<file path="src/rtl/core/unsigned_integer_alu_assert.svh">
// Assertion macros for the unsigned integer ALU
`ifndef UNSIGNED_INTEGER_ALU_ASSERT_SVH
`define UNSIGNED_INTEGER_ALU_ASSERT_SVH
`ifndef NO_ASSERTIONS
`define UIA_ASSERT_IMP(label, clk, rst_n, ante, cons) \
  label: assert property (@(posedge clk) disable iff (!rst_n) (ante) |-> (cons)) \
    else $error("assertion failed");
`define UIA_ASSERT_NXT(label, clk, rst_n, ante, cons) \
  label: assert property (@(posedge clk) disable iff (!rst_n) (ante) |=> (cons)) \
    else $error("assertion failed");
`else
`define UIA_ASSERT_IMP(label, clk, rst_n, ante, cons)
`define UIA_ASSERT_NXT(label, clk, rst_n, ante, cons)
`endif
`endif

</file>
<file path="src/rtl/core/uia_pkg.sv">
// ----------------------------------------------------------------------------
// uia_pkg
// Shared constants and command codes of the unsigned ALU.
// ----------------------------------------------------------------------------
`default_nettype none
package uia_pkg;
  localparam int unsigned DefWidth = 32;
  localparam int unsigned CmdW     = 4;
  localparam int unsigned OutW     = 32;

  typedef enum logic [CmdW-1:0] {
    CMD_AND = 4'd0, CMD_OR = 4'd1, CMD_XOR = 4'd2, CMD_NOT = 4'd3,
    CMD_ADD = 4'd4, CMD_ADDC = 4'd5, CMD_SUB = 4'd6, CMD_MUL = 4'd7,
    CMD_DIV = 4'd8, CMD_MOD = 4'd9, CMD_EQ = 4'd10, CMD_GT = 4'd11,
    CMD_LT = 4'd12, CMD_MIN = 4'd13, CMD_MAX = 4'd14, CMD_NONE = 4'd15
  } cmd_e;
endpackage
`default_nettype wire

</file>
<file path="src/rtl/core/uia_if.sv">
// ----------------------------------------------------------------------------
// uia_req_if / uia_rsp_if
// Valid/ready channels carrying ALU requests and results.
// ----------------------------------------------------------------------------
`default_nettype none
interface uia_req_if;
  logic        valid;
  logic        ready;
  logic [3:0]  command;
  logic [31:0] operand_a;
  logic [31:0] operand_b;
  logic        carry_in;
  modport source (output valid, command, operand_a, operand_b, carry_in, input ready);
  modport sink   (input valid, command, operand_a, operand_b, carry_in, output ready);
endinterface

interface uia_rsp_if;
  logic        valid;
  logic        ready;
  logic [31:0] result;
  logic        divide_by_zero;
  modport source (output valid, result, divide_by_zero, input ready);
  modport sink   (input valid, result, divide_by_zero, output ready);
endinterface
`default_nettype wire

</file>
<file path="src/rtl/core/uia_div_stage.sv">
// ----------------------------------------------------------------------------
// uia_div_stage
// One registered stage of restoring division and of the carried operands.
// ----------------------------------------------------------------------------
`default_nettype none
module uia_div_stage #(
  parameter int unsigned Width = 32,
  parameter int unsigned Bits  = 4,
  parameter int unsigned First = 31  // quotient bit index handled first
) (
  input  wire logic             clk_i,
  input  wire logic             rst_ni,
  input  wire logic             en_i,
  input  wire logic             valid_i,
  input  wire logic [3:0]       cmd_i,
  input  wire logic [Width-1:0] a_i,
  input  wire logic [Width-1:0] b_i,
  input  wire logic [Width-1:0] rem_i,
  input  wire logic [Width-1:0] quo_i,
  input  wire logic [Width-1:0] aux_i,
  output logic                  valid_o,
  output logic [3:0]            cmd_o,
  output logic [Width-1:0]      a_o,
  output logic [Width-1:0]      b_o,
  output logic [Width-1:0]      rem_o,
  output logic [Width-1:0]      quo_o,
  output logic [Width-1:0]      aux_o
);
  logic [Width-1:0] rem_d, quo_d;

  // Restoring steps: shift in dividend bit, subtract when it fits
  always_comb begin
    logic [Width:0] trial;
    rem_d = rem_i;
    quo_d = quo_i;
    for (int k = 0; k < int'(Bits); k++) begin
      trial = {rem_d, a_i[First-k]};
      if (trial >= {1'b0, b_i}) begin
        trial = trial - {1'b0, b_i};
        quo_d[First-k] = 1'b1;
      end
      rem_d = trial[Width-1:0];
    end
  end

  always_ff @(posedge clk_i or negedge rst_ni) begin
    if (!rst_ni) begin
      valid_o <= 1'b0;
    end else if (en_i) begin
      valid_o <= valid_i;
    end
  end

  always_ff @(posedge clk_i) begin
    if (en_i) begin
      cmd_o <= cmd_i;
      a_o   <= a_i;
      b_o   <= b_i;
      rem_o <= rem_d;
      quo_o <= quo_d;
      aux_o <= aux_i;
    end
  end
endmodule
`default_nettype wire

</file>
<file path="src/rtl/core/unsigned_integer_alu.sv">
// Unsigned integer ALU, fully pipelined: one request is accepted every cycle
// while the output is not stalled. The divider sets the pipeline depth: it
// resolves eight quotient bits per stage, behind one operand stage and ahead
// of one output register. The multiply is split into 16-bit partial products
// over the first two stages. A stalled output freezes the whole pipeline; no
// request is lost. Division by zero gives all ones (div) or operand_a (mod)
// and raises the flag.
// ----------------------------------------------------------------------------
// unsigned_integer_alu
// Pipelined logic, arithmetic, multiply, divide and compare unit.
// ----------------------------------------------------------------------------
`default_nettype none
`include "unsigned_integer_alu_assert.svh"
module unsigned_integer_alu #(
  parameter int unsigned WIDTH = uia_pkg::DefWidth
) (
  input wire logic clk_i,
  input wire logic rst_ni,
  uia_req_if.sink   req,
  uia_rsp_if.source rsp
);
  import uia_pkg::*;

  localparam int unsigned PerStage = 8;
  localparam int unsigned NDiv     = (WIDTH + PerStage - 1) / PerStage;
  localparam int unsigned Pad      = NDiv * PerStage;
  localparam int unsigned H        = WIDTH / 2;
  localparam int unsigned HW       = WIDTH - H;

  logic en;
  logic out_valid_q;
  assign en        = !out_valid_q || rsp.ready;
  assign req.ready = en;

  // Stage 0: operands masked to WIDTH, non-divide results, mul partials
  logic [WIDTH-1:0] a0, b0;
  assign a0 = WIDTH'(req.operand_a);
  assign b0 = WIDTH'(req.operand_b);

  logic [WIDTH-1:0] simple_d;
  always_comb begin
    case (cmd_e'(req.command))
      CMD_AND:  simple_d = a0 & b0;
      CMD_OR:   simple_d = a0 | b0;
      CMD_XOR:  simple_d = a0 ^ b0;
      CMD_NOT:  simple_d = ~a0;
      CMD_ADD:  simple_d = a0 + b0;
      CMD_ADDC: simple_d = a0 + WIDTH'(req.carry_in);
      CMD_SUB:  simple_d = a0 - b0;
      CMD_EQ:   simple_d = WIDTH'(a0 == b0);
      CMD_GT:   simple_d = WIDTH'(a0 > b0);
      CMD_LT:   simple_d = WIDTH'(a0 < b0);
      CMD_MIN:  simple_d = (a0 < b0) ? a0 : b0;
      CMD_MAX:  simple_d = (a0 > b0) ? a0 : b0;
      default:  simple_d = '0;
    endcase
  end

  // Partial products: low*low full, cross terms truncated
  logic [WIDTH-1:0] pll_d, pcr_d;
  assign pll_d = WIDTH'({{HW{1'b0}}, a0[H-1:0]} * {{HW{1'b0}}, b0[H-1:0]});
  assign pcr_d = WIDTH'((a0[WIDTH-1:H] * b0[H-1:0]) + (a0[H-1:0] * b0[WIDTH-1:H]));

  logic             v1_q;
  logic [3:0]       c1_q;
  logic [WIDTH-1:0] a1_q, b1_q, s1_q, pll_q, pcr_q;
  always_ff @(posedge clk_i or negedge rst_ni) begin
    if (!rst_ni) begin
      v1_q <= 1'b0;
    end else if (en) begin
      v1_q <= req.valid;
    end
  end
  always_ff @(posedge clk_i) begin
    if (en) begin
      c1_q  <= req.command;
      a1_q  <= a0;
      b1_q  <= b0;
      s1_q  <= simple_d;
      pll_q <= pll_d;
      pcr_q <= pcr_d;
    end
  end

  // Stage 1: finish multiply, pick stage result
  logic [WIDTH-1:0] mul_d, aux1;
  assign mul_d = pll_q + (pcr_q << H);
  assign aux1  = (cmd_e'(c1_q) == CMD_MUL) ? mul_d : s1_q;

  // Divider chain, dividend padded to full stages
  logic [Pad-1:0]   ap;
  assign ap = Pad'(a1_q);
  logic             vv [NDiv+1];
  logic [3:0]       cc [NDiv+1];
  logic [Pad-1:0]   aa [NDiv+1];
  logic [WIDTH-1:0] bb [NDiv+1], rr [NDiv+1], qq [NDiv+1], xx [NDiv+1];
  logic [Pad-1:0]   qpad [NDiv+1];
  assign vv[0] = v1_q;
  assign cc[0] = c1_q;
  assign aa[0] = ap;
  assign bb[0] = b1_q;
  assign rr[0] = '0;
  assign qpad[0] = '0;
  assign xx[0] = aux1;
  for (genvar s = 0; s < NDiv; s++) begin : g_div
    logic [Pad-1:0] rp, qo, bo, xo;
    uia_div_stage #(.Width(Pad), .Bits(PerStage), .First(Pad-1-s*PerStage)) u_stage (
      .clk_i, .rst_ni, .en_i(en),
      .valid_i(vv[s]), .cmd_i(cc[s]), .a_i(aa[s]), .b_i(Pad'(bb[s])),
      .rem_i(Pad'(rr[s])), .quo_i(qpad[s]), .aux_i(Pad'(xx[s])),
      .valid_o(vv[s+1]), .cmd_o(cc[s+1]), .a_o(aa[s+1]), .b_o(bo),
      .rem_o(rp), .quo_o(qo), .aux_o(xo)
    );
    assign bb[s+1]   = bo[WIDTH-1:0];
    assign xx[s+1]   = xo[WIDTH-1:0];
    assign rr[s+1]   = rp[WIDTH-1:0];
    assign qpad[s+1] = qo;
    assign qq[s+1]   = qo[WIDTH-1:0];
  end
  assign qq[0] = '0;

  // Output stage: choose divide or carried result
  logic [WIDTH-1:0] res_d;
  logic             dz_d, bz;
  assign bz = (bb[NDiv] == '0);
  always_comb begin
    dz_d = 1'b0;
    case (cmd_e'(cc[NDiv]))
      CMD_DIV: begin
        res_d = bz ? '1 : qq[NDiv];
        dz_d  = bz;
      end
      CMD_MOD: begin
        res_d = bz ? WIDTH'(aa[NDiv]) : rr[NDiv];
        dz_d  = bz;
      end
      default: res_d = xx[NDiv];
    endcase
  end

  logic [OutW-1:0] res_q;
  logic            dz_q;
  always_ff @(posedge clk_i or negedge rst_ni) begin
    if (!rst_ni) begin
      out_valid_q <= 1'b0;
    end else if (en) begin
      out_valid_q <= vv[NDiv];
    end
  end
  always_ff @(posedge clk_i) begin
    if (en) begin
      res_q <= OutW'(res_d);
      dz_q  <= dz_d;
    end
  end
  assign rsp.valid          = out_valid_q;
  assign rsp.result         = res_q;
  assign rsp.divide_by_zero = dz_q;

  // Checks
  `UIA_ASSERT_NXT(a_stall_hold, clk_i, rst_ni, out_valid_q && !rsp.ready, out_valid_q && $stable(res_q))
  `UIA_ASSERT_IMP(a_dz_cmd, clk_i, rst_ni, out_valid_q && dz_q, res_q == '1 || res_q != '1)
  `UIA_ASSERT_IMP(a_ready, clk_i, rst_ni, !out_valid_q, req.ready)
endmodule
`default_nettype wire

</file>
<file path="src/flat_wrapper.sv">
// flat-port wrapper written by rule: the top's interface ports become plain ports
module unsigned_integer_alu_flat import uia_pkg::*;
#(
  parameter int unsigned WIDTH = uia_pkg::DefWidth
)
  (clk_i, rst_ni, req_valid, req_command, req_operand_a, req_operand_b, req_carry_in, req_ready, rsp_valid, rsp_result, rsp_divide_by_zero, rsp_ready);
  uia_req_if req_i ();
  uia_rsp_if rsp_i ();
  input wire logic clk_i;
  input wire logic rst_ni;
  input wire logic [$bits(req_i.valid)-1:0] req_valid;
  input wire logic [$bits(req_i.command)-1:0] req_command;
  input wire logic [$bits(req_i.operand_a)-1:0] req_operand_a;
  input wire logic [$bits(req_i.operand_b)-1:0] req_operand_b;
  input wire logic [$bits(req_i.carry_in)-1:0] req_carry_in;
  output wire logic [$bits(req_i.ready)-1:0] req_ready;
  output wire logic [$bits(rsp_i.valid)-1:0] rsp_valid;
  output wire logic [$bits(rsp_i.result)-1:0] rsp_result;
  output wire logic [$bits(rsp_i.divide_by_zero)-1:0] rsp_divide_by_zero;
  input wire logic [$bits(rsp_i.ready)-1:0] rsp_ready;
  assign req_i.valid = req_valid;
  assign req_i.command = req_command;
  assign req_i.operand_a = req_operand_a;
  assign req_i.operand_b = req_operand_b;
  assign req_i.carry_in = req_carry_in;
  assign req_ready = req_i.ready;
  assign rsp_valid = rsp_i.valid;
  assign rsp_result = rsp_i.result;
  assign rsp_divide_by_zero = rsp_i.divide_by_zero;
  assign rsp_i.ready = rsp_ready;
  unsigned_integer_alu #(.WIDTH(WIDTH)) u_core (.clk_i(clk_i), .rst_ni(rst_ni), .req(req_i), .rsp(rsp_i));
endmodule
</file>
<file path="config.mk">
export PLATFORM = sky130hd
export DESIGN_NAME = unsigned_integer_alu_flat
export DESIGN_NICKNAME = d
export VERILOG_FILES = /design/src/rtl/core/uia_pkg.sv /design/src/rtl/core/uia_if.sv /design/src/rtl/core/uia_div_stage.sv /design/src/rtl/core/unsigned_integer_alu.sv /design/src/flat_wrapper.sv
export VERILOG_INCLUDE_DIRS = /design/src /design/src/rtl/core
export SDC_FILE = /design/constraint.sdc
export NUM_CORES = 2
export LEC_CHECK = 0
export BUFFER_PORTS_ARGS = -buffer_cell sky130_fd_sc_hd__buf_4
export CELL_PAD_IN_SITES_DETAIL_PLACEMENT = 0
export CELL_PAD_IN_SITES_GLOBAL_PLACEMENT = 1
export CORE_MARGIN = 10
export CORE_UTILIZATION = 52
export DETAILED_ROUTE_END_ITERATION = 10
export PLACE_DENSITY = 0.88
export SYNTH_ARGS = -nofsm -noshare
export SYNTH_HDL_FRONTEND = slang
export SYNTH_HIERARCHICAL = 1
export SYNTH_SLANG_ARGS = --single-unit
</file>
<file path="constraint.sdc">
create_clock -name clk_i -period 43.7 [get_ports clk_i]
set_input_delay 8.74 -clock clk_i [delete_from_list [all_inputs] [get_ports clk_i]]
set_output_delay 8.74 -clock clk_i [all_outputs]
set_load 0.02 [all_outputs]
</file>
==> impl_metrics.toml <==
[sta]
tightest_slew_ns = 1.35
skew_ns = 0.101
tns_ns = 0
rsz0062_at_grt = "false"
setup_viol = 0
maxSlewHeadroom_pct = 8.35
drv_slew = 0
max_freq_mhz = 30.0
period_needed_ns = 33.39
period_share_pct = 76.4
hold_viol_final = 0

[worst_hold_path]
holdCritPathClass = "reg -> reg"

[clock_tree]
postCtsSetupBuffers = 0
clk_latency_ns = 0.76
clkSlewWorstSetupHoldPaths_ns = 0.07
htree_levels = 3
post_cts_resized = 0
cts_sinks = 843
cts_buffers = 90
cts_tree = "built"
cts_buffer_depth = 3
cts_hold_buffers = 0
root_buffer = "clkbuf_16"

[place]
routabilityCongestion = 1.05
dpl.hpwl_um = 320000
place_inst = 16100
portBuffers = 107

[setup_path]
worstSetupPathType = "reg -> reg"
crit_arrival_ns = 33.97
end_kind = "flip-flop"
cp_slowest_cell = "edfxtp_1"
cp_max_fo = 64
setup.worst_path.start_class = "flip-flop"
critical_path.most_common_cell = "a21oi_1"
critPathMaxStageDelay_ns = 0.84
path_buf_inv = 10
cp.required_ns = 44.29
cp_top_family = "compound AO/OA/AOI/OAI gates"

[route]
post_drt_wl_per_cell_um = 25.1
drt-total-wl_um = 408000
drtPass1Iterations = 8
vias_per_cell = 6.41
drc = 0
vias = 104000
drtIter0Drc = 9937
ant_nets = 0

[die]
dieArea_um2 = 239000
die_w_um = 489
die_h_um = 489
rows = 172
start_util_pct = 52.2
io_pins = 108
core_area_um2 = 219000

[finish]
register_area_um2 = 25300
nFillCells = 19800
drive_gt1_share_pct = 7.98
final_cells = 16200
multiInputGateArea_um2 = 83700
nets = 15100
area_delta_synth_final_pct = 6.58

[yosys]
synth-seq-cells = 843
yosysWarnings = 6
yosys-top-cells-area = "edfxtp_1 (22%), ha_1 (15%), fa_1 (7.2%)"
yosys-top-cells-count = "ha_1 (1361), nand2_1 (1256), inv_1 (1077)"
ys_types = 140
yosysSeqAreaShare_pct = 22.1
synth_edf_count = 837
synth_top_area_share_pct = 22.0
ys.flop_type = "edfxtp_1"
synth_top_area_cell = "edfxtp_1"
avgSynthCellArea_um2 = 8.65
netlist_area_um2 = 114000
yosysMostFrequentCell = "ha_1"
syn_inst = 13200
synthArstFlopShare_pct = 0.712

[global_routing]
grtUsageTotal_pct = 32.8
grt_max_degree = 171
grt_pass1_vias = 101000
antenna_found_initial = 17
gr-total-overflow = 0
grt_first_pass_wirelength_um = 609000

[outcome]
status = "finished clean"

[job]
cap_violations = 0
==> per-stage QoR <==
step,util (%),hold WS [ns],setup slack (ns),instance area (um2)
floorplan,-,0.400,6.04,115000
global placement,54.2,0.401,11.66,119000
detailed placement,54.2,0.405,10.97,119000
CTS,55.6,0.362,10.86,122000
global route,55.6,0.379,8.04,122000
finish,55.6,0.369,10.31,122000
==> cell families after synthesis <==
family | after synthesis | share of synthesized area, %
other | 1 | 0.00328
multiplexers | 572 | 5.45
flip-flops | 843 | 22.1
AO/OA/AOI/OAI | 3684 | 21.7
XOR/XNOR | 1005 | 7.69
adder cells (fa/ha/maj) | 1774 | 22.1
AND/OR/NAND/NOR | 3847 | 15.8
buffers and inverters | 1512 | 5.17
==> sequential cells by signal, indices dropped and copies added, names as in the netlist, 32 cells and up <==
register / cells
u_core/rsp.result: 32
u_core/s1_q: 32
u_core/g_div.u_stage/aux_o: 128
u_core/a1_q: 32
u_core/g_div.u_stage/a_o: 128
u_core/g_div.u_stage/quo_o: 128
u_core/b1_q: 32
u_core/g_div.u_stage/rem_o: 128
u_core/pll_q: 32
u_core/g_div.u_stage/b_o: 128
==> path summary, 6_finish.rpt <==
kind                                                 start  cells past startpoint                           endpoint  slack (ns)
max in group asynchronous                           rst_ni                      1    u_core/g_div[3].u_stage/valid_o       35.76
min reg2reg                u_core/g_div[2].u_stage/a_o[18]                      0    u_core/g_div[3].u_stage/a_o[18]        0.37
max reg2reg                 u_core/g_div[2].u_stage/b_o[1]                    112  u_core/g_div[3].u_stage/rem_o[22]       10.31
min                        u_core/g_div[2].u_stage/a_o[18]                      0    u_core/g_div[3].u_stage/a_o[18]        0.37
min in group asynchronous                           rst_ni                      1    u_core/g_div[0].u_stage/valid_o        7.81
max                         u_core/g_div[2].u_stage/b_o[1]                    112  u_core/g_div[3].u_stage/rem_o[22]       10.31
==> placed cells by master, fill, tap and decap left out, drive strengths merged, types with 58 or more instances in the layout <==
cell,instances
ha,1361
nand2,1257
inv,1107
nor2,1034
a21oi,1013
edfxtp,837
o21ai,738
xnor2,654
a21o,475
fa,413
mux2,393
xor2,351
nand3,286
buf,264
nor3,237
nand4,194
nand2b,183
mux2i,179
o21a,168
nor2b,166
a211oi,146
o21bai,133
a31oi,112
o211ai,112
and3,98
conb,97
clkbuf,97
o221ai,86
a221oi,81
or3,78
a221o,76
o31ai,75
and2,74
nor4,60
or2,58
==> routing by layer <==
metal | vias to the layer above | GRT usage, % | wire length, um
li1 | 48200 | - | -
met1 | 50200 | 40.5 | 162000
met2 | 4577 | 54.5 | 189000
met3 | 1187 | 4.49 | 29100
met4 | 16 | 19.5 | 28400
met5 | - | 0 | 103
==> worst reg2reg max path: cells and delay by family (launching register included) <==
kind	cells	cell delay (ns)
compound gates	62	17.26
mux	7	3.09
buf+inv	10	3.42
simple gates	25	6.21
fa+ha+maj	8	2.43
flops	1	0.84
==> cell type report <==
class / count / area share, %
clock buffer: 97 / 1.87
tap: 2871 / 2.95
inverter: 1108 / 3.41
antenna: 11 / 0.0226
timing repair buffer: 264 / 1.64
sequential: 843 / 20.7
clock inverter: 72 / 0.753
multi-input combinational: 11000 / 68.6
Power is left out: the tool's default activity adds up to more than one toggle a clock period on the data nets, which glitch-free logic cannot reach.
